[src/hw/rtl/xcsd_pkg.sv]
package xcsd_pkg;

    localparam logic [7:0] CH_START = 8'h24;
    localparam logic [7:0] CH_SUM   = 8'h2A;
    localparam logic [7:0] CH_NL    = 8'h0A;

    localparam logic [1:0] ST_ABSORB = 2'd0;
    localparam logic [1:0] ST_FRAME  = 2'd1;
    localparam logic [1:0] ST_ERROR  = 2'd2;

    localparam logic [2:0] TY_UNKNOWN = 3'd0;
    localparam logic [2:0] TY_CHA     = 3'd1;
    localparam logic [2:0] TY_ACC     = 3'd2;
    localparam logic [2:0] TY_REV     = 3'd3;
    localparam logic [2:0] TY_SHO     = 3'd4;
    localparam logic [2:0] TY_RES     = 3'd5;

    localparam logic [23:0] HD_CHA = 24'h434841;
    localparam logic [23:0] HD_ACC = 24'h414343;
    localparam logic [23:0] HD_REV = 24'h524556;
    localparam logic [23:0] HD_SHO = 24'h53484F;
    localparam logic [23:0] HD_RES = 24'h524553;

    typedef struct packed {
        logic       is_hex;
        logic [3:0] value;
    } t_hex;

endpackage

[src/hw/rtl/xcsd_char_dec.sv]
module xcsd_char_dec (
    input  logic [7:0]         i_byte,
    input  logic [23:0]        i_head,
    output xcsd_pkg::t_hex     o_hex,
    output logic [2:0]         o_msg_type
);
    import xcsd_pkg::*;

    always_comb begin
        o_hex = '{is_hex: 1'b0, value: 4'd0};
        if (i_byte >= 8'h30 && i_byte <= 8'h39) begin
            o_hex.is_hex = 1'b1;
            o_hex.value  = 4'(i_byte - 8'h30);
        end else if (i_byte >= 8'h61 && i_byte <= 8'h66) begin
            o_hex.is_hex = 1'b1;
            o_hex.value  = 4'(i_byte - 8'h57);
        end
    end

    always_comb begin
        unique case (i_head)
            HD_CHA:  o_msg_type = TY_CHA;
            HD_ACC:  o_msg_type = TY_ACC;
            HD_REV:  o_msg_type = TY_REV;
            HD_SHO:  o_msg_type = TY_SHO;
            HD_RES:  o_msg_type = TY_RES;
            default: o_msg_type = TY_UNKNOWN;
        endcase
    end

endmodule

[src/hw/rtl/xor_checked_sentence_deframer_unit.sv]
// Each accepted input byte yields a result beat in the cycle after it is taken.
// One byte per cycle unless output stalls; the result register frees once taken.
// Each byte is compared, then XORed or nibble-shifted, before the registers.
// Reset (synchronous, active low): phase returns to waiting for the start
// delimiter, all accumulators clear, and no result is pending.
module xor_checked_sentence_deframer_unit #(
    parameter int MAX_PAYLOAD = 128,
    parameter int SUM_DIGITS  = 2
) (
    input  logic       i_clk,
    input  logic       i_rst_n,
    input  logic       i_in_valid,
    output logic       o_in_ready,
    input  logic [7:0] i_in_byte,
    output logic       o_out_valid,
    input  logic       i_out_ready,
    output logic [1:0] o_frame_status,
    output logic [2:0] o_msg_type,
    output logic [7:0] o_payload_len
);
    import xcsd_pkg::*;

    localparam logic [7:0] LP_MAX_PAYLOAD = 8'(MAX_PAYLOAD);
    localparam logic [1:0] LP_SUM_DIGITS  = 2'(SUM_DIGITS);

    typedef enum logic [1:0] {
        PH_WAIT    = 2'd0,
        PH_PAYLOAD = 2'd1,
        PH_SUM     = 2'd2
    } t_phase;

    t_phase      r_phase, n_phase;
    logic [7:0]  r_xor, n_xor;
    logic [7:0]  r_count, n_count;
    logic [23:0] r_head, n_head;
    logic [7:0]  r_sum, n_sum;
    logic [1:0]  r_digits, n_digits;

    logic        r_out_valid;
    logic [1:0]  r_status, n_status;
    logic [2:0]  r_type, n_type;
    logic [7:0]  r_len, n_len;

    t_hex        w_hex;
    logic [2:0]  w_type;
    logic        w_accept;

    xcsd_char_dec u_char_dec (
        .i_byte     (i_in_byte),
        .i_head     (r_head),
        .o_hex      (w_hex),
        .o_msg_type (w_type)
    );

    assign o_in_ready     = !r_out_valid || i_out_ready;
    assign w_accept       = i_in_valid && o_in_ready;
    assign o_out_valid    = r_out_valid;
    assign o_frame_status = r_status;
    assign o_msg_type     = r_type;
    assign o_payload_len  = r_len;

    always_comb begin
        n_phase  = r_phase;
        n_xor    = r_xor;
        n_count  = r_count;
        n_head   = r_head;
        n_sum    = r_sum;
        n_digits = r_digits;
        n_status = ST_ABSORB;
        n_type   = TY_UNKNOWN;
        n_len    = 8'd0;
        unique case (r_phase)
            PH_PAYLOAD: begin
                if (i_in_byte == CH_START || i_in_byte == CH_NL) begin
                    if (i_in_byte == CH_START) begin
                        n_xor    = 8'd0;
                        n_count  = 8'd0;
                        n_head   = 24'd0;
                        n_sum    = 8'd0;
                        n_digits = 2'd0;
                    end
                    n_status = ST_ERROR;
                    n_phase  = PH_WAIT;
                end else if (i_in_byte == CH_SUM) begin
                    n_sum    = 8'd0;
                    n_digits = 2'd0;
                    n_phase  = PH_SUM;
                end else if (r_count >= LP_MAX_PAYLOAD) begin
                    n_status = ST_ERROR;
                    n_phase  = PH_WAIT;
                end else begin
                    n_xor = r_xor ^ i_in_byte;
                    if (r_count < 8'd3) begin
                        n_head = {r_head[15:0], i_in_byte};
                    end
                    n_count = r_count + 8'd1;
                end
            end
            PH_SUM: begin
                if (w_hex.is_hex) begin
                    if (r_digits >= LP_SUM_DIGITS) begin
                        n_status = ST_ERROR;
                        n_phase  = PH_WAIT;
                    end else begin
                        n_sum    = {r_sum[3:0], w_hex.value};
                        n_digits = r_digits + 2'd1;
                    end
                end else if (i_in_byte == CH_NL) begin
                    if (r_digits != 2'd0 && r_sum == r_xor) begin
                        n_status = ST_FRAME;
                        n_type   = w_type;
                        n_len    = r_count;
                    end else begin
                        n_status = ST_ERROR;
                    end
                    n_phase = PH_WAIT;
                end else begin
                    n_status = ST_ERROR;
                    n_phase  = PH_WAIT;
                end
            end
            default: begin
                n_phase = PH_WAIT;
                if (i_in_byte == CH_START) begin
                    n_xor    = 8'd0;
                    n_count  = 8'd0;
                    n_head   = 24'd0;
                    n_sum    = 8'd0;
                    n_digits = 2'd0;
                    n_phase  = PH_PAYLOAD;
                end
            end
        endcase
    end

    always_ff @(posedge i_clk) begin
        if (!i_rst_n) begin
            r_phase     <= PH_WAIT;
            r_xor       <= 8'd0;
            r_count     <= 8'd0;
            r_head      <= 24'd0;
            r_sum       <= 8'd0;
            r_digits    <= 2'd0;
            r_out_valid <= 1'b0;
        end else begin
            if (w_accept) begin
                r_phase  <= n_phase;
                r_xor    <= n_xor;
                r_count  <= n_count;
                r_head   <= n_head;
                r_sum    <= n_sum;
                r_digits <= n_digits;
            end
            if (w_accept) begin
                r_out_valid <= 1'b1;
            end else if (i_out_ready) begin
                r_out_valid <= 1'b0;
            end
        end
    end

    always_ff @(posedge i_clk) begin
        if (w_accept) begin
            r_status <= n_status;
            r_type   <= n_type;
            r_len    <= n_len;
        end
    end

    a_no_type_off_frame: assert property (@(posedge i_clk) disable iff (!i_rst_n)
        o_out_valid && o_frame_status != ST_FRAME |-> o_msg_type == TY_UNKNOWN
            && o_payload_len == 8'd0)
        else $error("type or length set on a beat that is not a valid frame");

    a_count_bound: assert property (@(posedge i_clk) disable iff (!i_rst_n)
        r_count <= LP_MAX_PAYLOAD)
        else $error("payload count beyond limit");

    a_start_opens: assert property (@(posedge i_clk) disable iff (!i_rst_n)
        w_accept && r_phase == PH_WAIT && i_in_byte == CH_START
            |=> r_phase == PH_PAYLOAD && r_count == 8'd0 && r_xor == 8'd0)
        else $error("start delimiter did not open a cleared payload");

    a_frame_needs_digits: assert property (@(posedge i_clk) disable iff (!i_rst_n)
        w_accept && n_status == ST_FRAME |-> r_digits != 2'd0 && r_phase == PH_SUM)
        else $error("frame completed without checksum digits");

endmodule
[config.mk]
export PLATFORM = sky130hd
export DESIGN_NAME = xor_checked_sentence_deframer_unit
export DESIGN_NICKNAME = d
export VERILOG_FILES = /design/src/hw/rtl/xcsd_pkg.sv /design/src/hw/rtl/xcsd_char_dec.sv /design/src/hw/rtl/xor_checked_sentence_deframer_unit.sv
export SDC_FILE = /design/constraint.sdc
export NUM_CORES = 1
export LEC_CHECK = 0
export ABC_CLOCK_PERIOD_IN_PS = 2380
export BUFFER_PORTS_ARGS = -buffer_cell sky130_fd_sc_hd__buf_2
export CAP_MARGIN = 20
export CORE_ASPECT_RATIO = 1.1
export CORE_UTILIZATION = 50
export CTS_BUF_LIST = sky130_fd_sc_hd__clkbuf_16
export CTS_CLUSTER_DIAMETER = 40
export CTS_CLUSTER_SIZE = 30
export DETAILED_ROUTE_END_ITERATION = 16
export GPL_TIMING_DRIVEN = 1
export PLACE_DENSITY = 0.71
export SKIP_CTS_REPAIR_TIMING = 1
export SLEW_MARGIN = 40
export SYNTH_ARGS = -nofsm -noshare
export SYNTH_HDL_FRONTEND = slang
export SYNTH_HIERARCHICAL = 1
export SYNTH_SLANG_ARGS = --single-unit
[constraint.sdc]
create_clock -name i_clk -period 2.38 [get_ports i_clk]
set_input_delay 0.119 -clock i_clk [delete_from_list [all_inputs] [get_ports i_clk]]
set_output_delay 0.119 -clock i_clk [all_outputs]
set_load 0.05 [all_outputs]
; ---- Yosys cells after proc, flatten, opt, wreduce, memory -nomap -nowiden
; Index checks and enable logic that the tools add are counted.
; W data, S select, Z words.
[totals]
register_bits = 66
input_bits = 12
out_inout_bits = 15
wordCells = 106
[op_classes]
n_addsub = 4
order_cmp = 7
eq_ne = 19
mux = 48
bitwise = 4
reduce_logical = 14
[op_table]
columns = op, n
row1 = $eq A24 B23 Y1 const B, 5
row2 = $mux W24, 5
row3 = $mux W8, 13
row4 = $pmux W24 S2, 1
row5 = $pmux W8 S2, 3
row6 = $mux W2, 17
row7 = $eq A8 B6 Y1 const B, 2
row8 = $ne A3 B3 Y1 const B, 5
row9 = $pmux W3 S5, 1
row10 = $pmux W2 S2, 3
row11 = $mux W5, 2
row12 = $add A8 B1 Y8 const B, 1
row13 = $eq A8 B4 Y1 const B, 1
row14 = $eq A8 B8 Y1, 1
row15 = $ge A8 B6 Y1 const B, 1
row16 = $ge A8 B7 Y1 const B, 1
row17 = $ge A8 B8 Y1 const B, 1
row18 = $le A8 B6 Y1 const B, 1
row19 = $le A8 B7 Y1 const B, 1
row20 = $lt A8 B2 Y1 const B, 1
row21 = $reduce_and A4 Y1, 2
row22 = $xor A8 B8 Y8, 1
row23 = $reduce_and A5 Y1, 1
row24 = $logic_and A1 B1 Y1, 4
row25 = other kinds (16), 22

; ---- Logic depth before layout (Yosys ltp)
; Gate-level depths: netlist of run 1.
[depth]
ltp_word = 7
mapped_depth = 10
depth_no_buf = 10

; ---- By module
; Netlist of run 1, hierarchy kept.
[by_module_without_submodules]
columns = module, n_inst, cells_per_inst, area_per_inst_um2, seq_area_each_um2
row1 = xor_checked_sentence_deframer_unit, 1, 261, 2862.7, 1451.4
row2 = xcsd_char_dec, 1, 49, 355.3, 0.0

; ---- Worst setup path after synthesis of run 1
; Ideal clock, no wire load.
[synth_path]
path_kind = register to register
startpoint = reg r_out_valid, in the netlist o_out_valid
endpoint = reg r_phase[1]
setup_time_ns = 0.116
t_arrival_ns = 2.375
required_ns = 2.264
setup_slack_ns = -0.111
path_stages_with_launch = 7
n_path_buf = 1
period_less_slack_ns = 2.491
cell_sequence = dfxtp_1 nand2b_1 clkbuf_1 nand2_1 inv_1 o311ai_0 a31o_2
[synth_between]
elab_chain_len = 4
[synth_lines]
columns = element, line_no
row1 = from (decl), xor_checked_sentence_deframer_unit.sv:39  ; logic r_out_valid;
row2 = from (signal assigned), xor_checked_sentence_deframer_unit.sv:144  ; r_out_valid <= 1'b0;
row3 = from (signal assigned), xor_checked_sentence_deframer_unit.sv:155  ; r_out_valid <= 1'b1;
row4 = from (signal assigned), xor_checked_sentence_deframer_unit.sv:157  ; r_out_valid <= 1'b0;
row5 = $logic_not A1 Y1, xor_checked_sentence_deframer_unit.sv:55  ; assign o_in_ready = !r_out_valid || i_out_ready;
row6 = $logic_or A1 B1 Y1, xor_checked_sentence_deframer_unit.sv:55
row7 = net o_in_ready, xor_checked_sentence_deframer_unit.sv:13  ; output logic o_in_ready,
row8 = $logic_and A1 B1 Y1, xor_checked_sentence_deframer_unit.sv:56  ; assign w_accept = i_in_valid && o_in_ready;
row9 = net w_accept, xor_checked_sentence_deframer_unit.sv:46  ; logic w_accept;
row10 = $reduce_and A3 Y1 (no line), -
row11 = to (signal assigned), xor_checked_sentence_deframer_unit.sv:147  ; r_phase <= n_phase;
row12 = to (decl), xor_checked_sentence_deframer_unit.sv:32  ; t_phase r_phase, n_phase;
; The timed path passes the listed nets, and every way through them passes these cells.
; A chain may end at the register's enable or synchronous reset.

==> results of run 1 <==
[per-stage QoR]
stage / instances / util / setup TNS [ns] / total power [mW]
4_1_cts: 435 / 0.610 / 0 / 2.66
3_5_place_dp: 419 / 0.562 / -0.186 / 1.33
2_1_floorplan: 310 / - / 0 / 1.28
5_1_grt: 435 / 0.610 / 0 / 2.72
6_report: 435 / 0.610 / 0 / 2.63
3_3_place_gp: 419 / 0.562 / 0 / 1.33
[state kept, by name, indices dropped and copies added (netlist names)]
register and flops:
o_frame_status 2, o_out_valid 1, r_phase 2, r_head 24
o_msg_type 3, r_sum 8, r_digits 2, r_count 8
o_payload_len 8, r_xor 8
[cell type report]
cell class                      instances  share of cell area
Clock buffer                            9              0.0596
Sequential cell                        66               0.384
Inverter                               18              0.0179
Timing Repair Buffer                   40              0.0623
Multi-Input combinational cell        215               0.430
Tap cell                               80              0.0265
Clock inverter                          7              0.0195
[worst max path at each step]
stage                 start                     endpoint  depth (start not counted)  slack [ns]
2_1_floorplan  i_in_byte[1]  o_frame_status[1]$_DFFE_PP_                         10        0.22
3_3_place_gp   i_in_byte[0]  o_frame_status[1]$_DFFE_PP_                         10        0.05
3_5_place_dp   i_in_byte[1]     r_digits[0]$_SDFFE_PN0P_                         10       -0.06
4_1_cts        i_in_byte[1]     r_digits[0]$_SDFFE_PN0P_                         10        0.27
5_1_grt        i_in_byte[1]     r_digits[0]$_SDFFE_PN0P_                         10        0.12
6_report       i_in_byte[1]     r_digits[0]$_SDFFE_PN0P_                         10        0.26
[cell usage in the layout (no fill, tap or decap), drive strengths merged, types with 2 or more instances in the layout]
| cell type | count |
|---|---|
| o21ai | 6 |
| nand3 | 15 |
| a21o | 2 |
| a22o | 33 |
| inv | 22 |
| nor3 | 4 |
| nand4b | 2 |
| a31o | 2 |
| o21a | 2 |
| dfxtp | 53 |
| xnor2 | 8 |
| nor4 | 6 |
| a21oi | 10 |
| mux2i | 2 |
| a2111oi | 2 |
| nor3b | 5 |
| clkinv | 2 |
| and4bb | 2 |
| a32o | 2 |
| xor2 | 13 |
| buf | 40 |
| edfxtp | 13 |
| clkbuf | 9 |
| nand2b | 3 |
| and4b | 2 |
| nor2 | 24 |
| a211oi | 4 |
| ha | 9 |
| and2 | 3 |
| nand4 | 9 |
| nor4bb | 3 |
| nand2 | 15 |
| and3 | 11 |
[kinds of logic (layout without fill, tap and decap cells)]
family                     Yosys count  count (layout)  share of synthesized area
DFF                                 66              66                      0.451
and+or+nand+nor                    111             111                      0.216
xor gates and xnor gates            21              21                     0.0572
adders and majority gates            9               9                     0.0350
buffers and inverters               29              74                     0.0443
muxes                                3               3                    0.00972
AOI/OAI and AO/OA                   71              71                      0.187
[power by group]
part	internal (mW)	leakage [nW]	total, mW	switching [mW]
registers	1.15	0.557	1.15	0.00264
clock network	0.818	0.151	1.32	0.502
logic	0.0419	0.835	0.156	0.114
[routing by layer]
layer	part of all wire	wire, um	up-vias	global-route usage
met1	0.45	3140	1198	0.284
met4	0.035	243	0	0.128
li1	-	-	1243	-
met3	0.058	401	28	0.0521
met5	0	0	-	0
met2	0.46	3170	111	0.346
[worst reg2reg max path, stage by stage (launching register included)]
cell	delay [ns]
sky130_fd_sc_hd__dfxtp_1	0.32
sky130_fd_sc_hd__inv_1	0.06
sky130_fd_sc_hd__ha_1	0.17
sky130_fd_sc_hd__buf_4	0.18
sky130_fd_sc_hd__inv_1	0.10
sky130_fd_sc_hd__nor2_1	0.24
sky130_fd_sc_hd__nand3_1	0.19
sky130_fd_sc_hd__a211oi_4	0.48
sky130_fd_sc_hd__mux2_2	0.24
[cell usage after synthesis (2+ instances only)]
master	number	area, um^2
sky130_fd_sc_hd__dfxtp_1	53	1060
sky130_fd_sc_hd__a22o_1	33	289
sky130_fd_sc_hd__nor2_1	23	86.3
sky130_fd_sc_hd__inv_1	18	67.6
sky130_fd_sc_hd__nand2_1	14	52.6
sky130_fd_sc_hd__nand3_1	14	70.1
sky130_fd_sc_hd__edfxtp_1	13	390
sky130_fd_sc_hd__xor2_1	13	114
sky130_fd_sc_hd__and3_1	11	68.8
sky130_fd_sc_hd__a21oi_1	9	45.0
sky130_fd_sc_hd__ha_1	9	113
sky130_fd_sc_hd__nand4_1	9	56.3
sky130_fd_sc_hd__xnor2_1	8	70.1
sky130_fd_sc_hd__nor3b_1	5	37.5
sky130_fd_sc_hd__nor3_1	4	20.0
sky130_fd_sc_hd__nor4_1	4	25.0
sky130_fd_sc_hd__a211oi_1	3	22.5
sky130_fd_sc_hd__buf_2	3	15.0
sky130_fd_sc_hd__buf_6	3	33.8
sky130_fd_sc_hd__clkbuf_1	3	11.3
sky130_fd_sc_hd__nor4bb_1	3	30.0
sky130_fd_sc_hd__o21ai_0	3	15.0
sky130_fd_sc_hd__a2111oi_2	2	30.0
sky130_fd_sc_hd__a21o_1	2	15.0
sky130_fd_sc_hd__a31o_2	2	17.5
sky130_fd_sc_hd__a32o_1	2	20.0
sky130_fd_sc_hd__and4b_1	2	20.0
sky130_fd_sc_hd__buf_4	2	15.0
sky130_fd_sc_hd__mux2i_1	2	20.0
sky130_fd_sc_hd__nand2b_1	2	12.5
sky130_fd_sc_hd__nand4b_1	2	17.5
sky130_fd_sc_hd__nor4_4	2	42.5
sky130_fd_sc_hd__o21a_1	2	15.0
sky130_fd_sc_hd__o21ai_2	2	17.5
==> results.sh, run 1 <==
export IMPL_outcome="finished clean"
export IMPL_pre_cts_ws_ns=-0.0615
export IMPL_synthesis_area_um2=3220
export IMPL_grt_start_max_net_pins=25
export IMPL_cts_num_sinks=66
export IMPL_clock_insertion_delay_worst_skew_ns=0.33
export IMPL_synth_lib_cells_used_distinct=62
export IMPL_port_buffers=26
export IMPL_multiInputGateArea_um2=1620
export IMPL_gr_total_overflow=0
export IMPL_count_of_endpoints_failing_setup_in_the_final_report=0
export IMPL_grt_pass1_wl_um=11400
export IMPL_num_fill_cells=528
export IMPL_worstPathCellList="buf_2 > inv_1 > ha_1 > o21bai_1 > a2111o_1 > nand2_1 > nor3b_1 > nand3_1 > a211oi_4 > mux2_2"
export IMPL_worst_r2r_path_depth=8
export IMPL_hpwlAfterDp_um=4780
export IMPL_cts_max_level=3
export IMPL_synth_yosys_warnings=6
export IMPL_cp_slowest_stage_delay_ns=0.48
export IMPL_placed_cell_areas_um2=3480
export IMPL_area_sequential_um2=1450
export IMPL_drive_gt1_frac=0.211
export IMPL_fin_crit_sh=0.890
export IMPL_synth_async_reset_ratio=0
export IMPL_first_global_vias=2377
export IMPL_maxSlewHeadroom=0.575
export IMPL_detail_route_iter0_violations=196
export IMPL_routed_via_count=2580
export IMPL_finish_instance_area_um2=3780
export IMPL_core_area_um2=6190
export IMPL_endpoint_kind="flop"
export IMPL_syn_to_final_growth_pct=17.4
export IMPL_postSynthAreaPerCell_um2=10.4
export IMPL_timing_hold_worst_class="input port to flop"
export IMPL_clock_fmax_mhz=472
export IMPL_globalplace_congestion=0.902
export IMPL_final_max_slew_viol_count=0
export IMPL_tritoncts="yes"
export IMPL_reg2reg_to="r_digits[0]$_SDFFE_PN0P_"
export IMPL_critPathSlowestCell="sky130_fd_sc_hd__a211oi_4"
export IMPL_std_cell_rows=30
export IMPL_cp_buffers_inverters=2
export IMPL_count_of_flip_flops_with_a_built_in_enable_after_synthesis=13
export IMPL_criticalPathCategory="input port to flop"
export IMPL_max_clock_path_buffers=2
export IMPL_holdPathStages=2
export IMPL_syn_num_nets=331
export IMPL_number_of_top_level_pins=27
export IMPL_post_synth_inst_count=310
export IMPL_timing_max_cap_violations=0
export IMPL_reg2reg_slack_ns=0.35
export IMPL_antenna_diode_count=0
export IMPL_drt_pass1_iter_count=5
export IMPL_routed_wire_length_per_instance_um=16.0
export IMPL_initial_core_util=0.520
export IMPL_unrepaired_setup_endpoints_after_global_routing="no"
export IMPL_crit_fanout=10
export IMPL_worstSetupStartpointType="input port"
export IMPL_timing_critical_path_arrival_ns=2.40
export IMPL_hold_end="r_head[7]$_SDFFE_PN0P_"
export IMPL_clkSlewWorstSetupHoldPaths_ns=0.06
export IMPL_finalHoldViolCount=0
export IMPL_synth_seq_area_share=0.451
export IMPL_worst_hold_slack_ns=0.0926
export IMPL_timing_final_ws_setup_ns=0.261
export IMPL_ys_dominant_reg_cell="sky130_fd_sc_hd__dfxtp_1"
export IMPL_cellLeakagePower_nw=1.54
export IMPL_cpLargestDelayFamily="compound AO/OA/AOI/OAI gates"
export IMPL_design_die_area_um2=6760
export IMPL_clk_root_buffer_cell="sky130_fd_sc_hd__clkbuf_16"
export IMPL_cts_inserted_buffers=9
export IMPL_drt_wl_total_um=6950
export IMPL_clock_period_minus_worst_slack_ns=2.12
export IMPL_die_h_um=86.1
export IMPL_die_w_um=78.5
export IMPL_synth_ff_latch_count=66
export IMPL_vdd_ir_drop_max_mv=0.537
export IMPL_post_route_drc_count=0
export IMPL_final_net_count=371
export IMPL_worst_ep_required_time_ns=2.66
export IMPL_worst_pin_slew_ns=0.630
export IMPL_holdCritStartpoint="i_in_byte[7]"
export IMPL_power_per_cell_area_nw_per_um2=696
export IMPL_finalClockSkew_ns=0.00800
export IMPL_timing_rr_start="r_phase[0]$_SDFFE_PN0P_"
export IMPL_final_antenna_net_count=0
export IMPL_antenna_found_initial=0
export IMPL_avgViaCountPerCell=5.93
export IMPL_grt_total_usage=0.223
Power figures use the tool's default switching activity.
==> inputs of run 2 (changes only) <==
CORE_UTILIZATION = 59   (was 50)
PLACE_DENSITY = 0.81   (was 0.71)
==> results.sh, run 2 (synthesis gave the netlist of run 1 again) <==
export IMPL_hpwlAfterDp_um=4920
export IMPL_timing_critical_path_arrival_ns=2.34
export IMPL_top_register="r_head"
export IMPL_timing_hold_worst_class="input port to flop"
export IMPL_clk_root_buffer_cell="sky130_fd_sc_hd__clkbuf_16"
export IMPL_clock_insertion_delay_worst_skew_ns=0.33
export IMPL_design_die_area_um2=5750
export IMPL_final_max_slew_viol_count=0
export IMPL_timing_final_ws_setup_ns=0.314
export IMPL_routed_via_count=2576
export IMPL_worst_pin_slew_ns=0.631
export IMPL_crit_fanout=10
export IMPL_final_net_count=369
export IMPL_numPlacedInstances=409
export IMPL_grt_pass1_wl_um=12200
export IMPL_drt_wl_total_um=7350
export IMPL_routed_wire_length_per_instance_um=17.3
export IMPL_detail_route_iter0_violations=195
export IMPL_gr_total_overflow=0
export IMPL_num_fill_cells=403
export IMPL_timing_max_cap_violations=0
export IMPL_maxSlewHeadroom=0.578
export IMPL_cellLeakagePower_nw=1.53
export IMPL_holdCritStartpoint="i_in_byte[7]"
export IMPL_core_area_um2=5130
export IMPL_clock_period_minus_worst_slack_ns=2.07
export IMPL_fin_crit_sh=0.868
export IMPL_cts_max_level=3
export IMPL_antenna_diode_count=0
export IMPL_port_buffers=26
export IMPL_max_clock_path_buffers=2
export IMPL_finalClockSkew_ns=0.00616
export IMPL_initial_core_util=0.627
export IMPL_clkSlewWorstSetupHoldPaths_ns=0.05
export IMPL_syn_to_final_growth_pct=16.8
export IMPL_largest_reg_flops=24
export IMPL_worst_setup_path_startpoint="i_in_byte[1]"
export IMPL_holdPathStages=2
export IMPL_number_of_top_level_pins=27
export IMPL_placed_cell_areas_um2=3450
export IMPL_clock_fmax_mhz=484
export IMPL_worst_r2r_path_depth=7
export IMPL_die_h_um=79.5
export IMPL_std_cell_rows=27
export IMPL_die_w_um=72.4
export IMPL_avgViaCountPerCell=6.06
export IMPL_first_global_vias=2503
export IMPL_mostFrequentLayoutCell="sky130_fd_sc_hd__dfxtp_1"
export IMPL_worstPathCellList="buf_2 > inv_1 > ha_1 > o21bai_1 > a2111o_1 > nand2_1 > nor3b_1 > nand3_1 > a211oi_4 > mux2_2"
export IMPL_cts_num_sinks=66
export IMPL_post_route_drc_count=0
export IMPL_cp_slowest_stage_delay_ns=0.46
export IMPL_drt_pass1_iter_count=4
export IMPL_worstSetupStartpointType="input port"
export IMPL_antenna_found_initial=0
export IMPL_layout_cells_most_common_list="sky130_fd_sc_hd__dfxtp_1, sky130_fd_sc_hd__a22o_1, sky130_fd_sc_hd__buf_2"
export IMPL_worst_ep_required_time_ns=2.66
export IMPL_worst_hold_slack_ns=0.105
export IMPL_grt_total_usage=0.282
export IMPL_finish_instance_area_um2=3760
export IMPL_count_of_endpoints_failing_setup_in_the_final_report=0
export IMPL_timing_rr_start="r_phase[0]$_SDFFE_PN0P_"
export IMPL_pre_cts_ws_ns=-0.00635
export IMPL_tritoncts="yes"
export IMPL_drive_gt1_frac=0.201
export IMPL_cpLargestDelayFamily="compound AO/OA/AOI/OAI gates"
export IMPL_endpoint_kind="flop"
export IMPL_post_layout_nonfiller_instances=425
export IMPL_power_per_cell_area_nw_per_um2=703
export IMPL_timing_critical_path_depth=10
export IMPL_vdd_ir_drop_max_mv=0.640
export IMPL_criticalPathCategory="input port to flop"
export IMPL_cp_buffers_inverters=2
export IMPL_final_antenna_net_count=0
export IMPL_outcome="finished clean"
export IMPL_critPathSlowestCell="sky130_fd_sc_hd__a211oi_4"
export IMPL_grt_start_max_net_pins=25
export IMPL_globalplace_congestion=0.906
export IMPL_unrepaired_setup_endpoints_after_global_routing="no"
export IMPL_finalHoldViolCount=0
export IMPL_cts_inserted_buffers=9
-- run 2: area by class of cell --
cell class	instances	area [um^2]	area share
multi-input cells	215	1620	0.432
flip-flops and latches	66	1450	0.386
clock buffers	10	250	0.0666
repair buffers	38	220	0.0586
well taps	72	90.1	0.0240
inverters	18	67.6	0.0180
clock inverters	6	53.8	0.0143
-- run 2: final timing paths --
check                                                 to  slack [ns]
worst min register to register   r_head[18]$_SDFFE_PN0P_        0.48
worst max register to register   r_count[6]$_SDFFE_PN0P_        0.37
worst max-delay path            r_digits[0]$_SDFFE_PN0P_        0.31
worst min-delay path              r_head[7]$_SDFFE_PN0P_        0.10
-- run 2: power by group --
group / switching [mW] / total (mW) / leakage [nW] / internal [mW]
Combinational: 0.114 / 0.153 / 0.825 / 0.0396
Sequential: 0.00253 / 1.15 / 0.557 / 1.15
Clock: 0.474 / 1.34 / 0.149 / 0.861
-- run 2: routing by layer --
layer	part of all wire	track usage	wire length [um]	vias up
met5	0	0	0	-
met4	0.030	0.141	223	0
met3	0.059	0.0909	435	25
met2	0.47	0.446	3470	99
met1	0.44	0.343	3220	1208
li1	-	-	-	1244
-- run 2: through the flow --
| stage | TNS, ns | total power [mW] | utilization |
|---|---|---|---|
| floorplan | 0 | 1.28 | - |
| global placement | 0 | 1.33 | 0.673 |
| detailed placement | -0.00635 | 1.33 | 0.673 |
| CTS | 0 | 2.66 | 0.732 |
| global route | 0 | 2.71 | 0.732 |
| finish | 0 | 2.64 | 0.732 |
-- run 2: worst register-to-register path, stage by stage (launching register included) --
cell                        delay, ns
sky130_fd_sc_hd__dfxtp_1         0.34
sky130_fd_sc_hd__inv_1           0.05
sky130_fd_sc_hd__ha_1            0.20
sky130_fd_sc_hd__and2b_1         0.30
sky130_fd_sc_hd__nand3_1         0.26
sky130_fd_sc_hd__a2111oi_2       0.53
sky130_fd_sc_hd__xnor2_1         0.18
sky130_fd_sc_hd__nor2_1          0.05
==> inputs of run 3 (changes only) <==
BUFFER_PORTS_ARGS = -buffer_cell sky130_fd_sc_hd__clkbuf_2   (was -buffer_cell sky130_fd_sc_hd__buf_2)
==> results.sh, run 3 (synthesis gave the netlist of run 1 again) <==
export IMPL_outcome="finished clean"
export IMPL_reg2reg_to="r_digits[0]$_SDFFE_PN0P_"
export IMPL_finish_instance_area_um2=3790
export IMPL_met3_wirelength_um=364
export IMPL_total_switching_power_mw=0.587
export IMPL_syn_to_final_growth_pct=17.9
export IMPL_placed_cell_areas_um2=3480
export IMPL_power_frac_comb=0.058
export IMPL_netSwitchingFraction=0.218
export IMPL_endpoint_kind="flop"
export IMPL_initial_core_util=0.627
export IMPL_timing_max_cap_violations=0
export IMPL_largest_reg_flops=24
export IMPL_worst_ep_required_time_ns=2.65
export IMPL_p_int_mw=2.11
export IMPL_total_routed_wire_length_on_the_met1_layer_um=3270
export IMPL_clock_fmax_mhz=468
export IMPL_cp_buffers_inverters=2
export IMPL_first_global_vias=2421
export IMPL_die_w_um=72.4
export IMPL_reg2reg_slack_ns=0.41
export IMPL_design_die_area_um2=5750
export IMPL_drt_wl_total_um=7180
export IMPL_cts_max_level=3
export IMPL_post_route_drc_count=0
export IMPL_cp_slowest_stage_delay_ns=0.47
export IMPL_dr_wl_met2_um=3450
export IMPL_routed_wire_length_per_instance_um=16.8
export IMPL_final_antenna_net_count=0
export IMPL_top_register="r_head"
export IMPL_final_max_slew_viol_count=0
export IMPL_worst_setup_path_endpoint="r_digits[0]$_SDFFE_PN0P_"
export IMPL_pre_cts_ws_ns=-0.0175
export IMPL_max_clock_path_buffers=2
export IMPL_worst_pin_slew_ns=0.722
export IMPL_mostFrequentLayoutCell="sky130_fd_sc_hd__dfxtp_1"
export IMPL_timing_hold_worst_class="input port to flop"
export IMPL_criticalPathCategory="input port to flop"
export IMPL_post_layout_nonfiller_instances=428
export IMPL_worstSetupStartpointType="input port"
export IMPL_dr_max_layer_used="met4"
export IMPL_routed_via_count=2551
export IMPL_numPlacedInstances=412
export IMPL_worst_r2r_path_depth=8
export IMPL_std_cell_rows=27
export IMPL_avgViaCountPerCell=5.96
export IMPL_maxSlewHeadroom=0.513
export IMPL_finalClockSkew_ns=0.00790
export IMPL_grt_pass1_wl_um=12000
export IMPL_final_net_count=372
export IMPL_worstPathCellList="clkbuf_2 > inv_1 > ha_1 > o21bai_1 > a2111o_1 > nand2_1 > nor3b_1 > nand3_1 > a211oi_4 > mux2_2"
export IMPL_timing_final_ws_setup_ns=0.244
export IMPL_port_buffers=26
export IMPL_timing_critical_path_depth=10
export IMPL_cpLargestDelayFamily="compound AO/OA/AOI/OAI gates"
export IMPL_count_of_endpoints_failing_setup_in_the_final_report=0
export IMPL_clock_period_minus_worst_slack_ns=2.14
export IMPL_drive_gt1_frac=0.211
export IMPL_cellLeakagePower_nw=1.55
export IMPL_grt_start_max_net_pins=25
export IMPL_num_fill_cells=370
export IMPL_vdd_ir_drop_max_mv=0.659
export IMPL_layout_cells_most_common_list="sky130_fd_sc_hd__dfxtp_1, sky130_fd_sc_hd__a22o_1, sky130_fd_sc_hd__clkbuf_2"
export IMPL_unrepaired_setup_endpoints_after_global_routing="no"
export IMPL_antenna_diode_count=0
export IMPL_cts_inserted_buffers=9
export IMPL_clock_insertion_delay_worst_skew_ns=0.33
export IMPL_number_of_top_level_pins=27
export IMPL_clk_root_buffer_cell="sky130_fd_sc_hd__clkbuf_16"
export IMPL_detail_route_iter0_violations=147
export IMPL_power_clock_fraction=0.513
export IMPL_globalplace_congestion=0.925
export IMPL_finalHoldViolCount=0
export IMPL_die_h_um=79.5
export IMPL_timing_rr_start="r_phase[0]$_SDFFE_PN0P_"
export IMPL_share_seq_of_total_power=0.429
export IMPL_antenna_found_initial=0
export IMPL_postLayoutCoreUtil=0.739
export IMPL_critPathSlowestCell="sky130_fd_sc_hd__a211oi_4"
export IMPL_drt_pass1_iter_count=5
export IMPL_hpwlAfterDp_um=4910
export IMPL_tritoncts="yes"
export IMPL_power_per_cell_area_nw_per_um2=710
export IMPL_core_area_um2=5130
export IMPL_multiInputGateArea_um2=1620
export IMPL_timing_critical_path_arrival_ns=2.41
export IMPL_crit_fanout=10
export IMPL_worst_setup_path_startpoint="i_in_byte[1]"
export IMPL_cts_num_sinks=66
export IMPL_fin_crit_sh=0.897
export IMPL_gr_total_overflow=0
export IMPL_grt_total_usage=0.275
export IMPL_area_sequential_um2=1450
export IMPL_clkSlewWorstSetupHoldPaths_ns=0.05
==> run 3: cell types whose count changed in the layout (fill, tap and decap cells not counted) <==
cell | before | now
sky130_fd_sc_hd__clkbuf_2 | 0 | 26
sky130_fd_sc_hd__clkinv_1 | 2 | 1
sky130_fd_sc_hd__bufinv_16 | 1 | 2
sky130_fd_sc_hd__clkinv_4 | 0 | 2
sky130_fd_sc_hd__inv_2 | 1 | 0
sky130_fd_sc_hd__clkbuf_16 | 10 | 9
sky130_fd_sc_hd__buf_4 | 12 | 15
sky130_fd_sc_hd__buf_2 | 26 | 0
==> run 3: cell type report <==
cell class | count | area share
inverter | 18 | 0.0178
multi-input combinational | 215 | 0.428
sequential | 66 | 0.382
tap | 72 | 0.0237
clock buffer | 9 | 0.0593
clock inverter | 7 | 0.0247
timing repair buffer | 41 | 0.0640
==> run 3: tightest hold or removal path, stage by stage <==
cell	delay, ns
sky130_fd_sc_hd__clkbuf_2	0.13
sky130_fd_sc_hd__inv_1	0.06
sky130_fd_sc_hd__a21oi_1	0.06
==> run 3: stage by stage <==
stage | power (mW) | hold slack [ns] | TNS, ns
2_1_floorplan | 1.28 | 0.248 | 0
3_3_place_gp | 1.33 | 0.434 | 0
3_5_place_dp | 1.33 | 0.419 | -0.0175
4_1_cts | 2.71 | 0.0817 | 0
5_1_grt | 2.76 | 0.126 | 0
6_report | 2.69 | 0.0959 | 0
==> run 3: worst min path at each step <==
stage | depth (start not counted) | slack, ns | from | end
6_report | 3 | 0.1 | i_in_valid | o_out_valid$_SDFFE_PN0P_
5_1_grt | 2 | 0.13 | i_in_byte[7] | r_head[7]$_SDFFE_PN0P_
4_1_cts | 3 | 0.08 | i_in_valid | o_out_valid$_SDFFE_PN0P_
3_5_place_dp | 3 | 0.42 | i_in_valid | o_out_valid$_SDFFE_PN0P_
3_3_place_gp | 3 | 0.43 | i_in_valid | o_out_valid$_SDFFE_PN0P_
2_1_floorplan | 2 | 0.25 | i_in_valid | o_out_valid$_SDFFE_PN0P_
==> run 3: routing by layer <==
metal  GRT usage  vias to the layer above
met5           0                        -
met4       0.118                        0
met3      0.0530                       12
met2       0.412                       98
met1       0.383                     1200
li1            -                     1241
==> run 3: power by group through the flow <==
stage	registers (mW)	clock network [mW]	logic (mW)
finish	1.15	1.38	0.157
global route	1.15	1.44	0.166
CTS	1.15	1.40	0.155
detailed placement	1.18	0	0.154
global placement	1.18	0	0.153
floorplan	1.22	0	0.0556
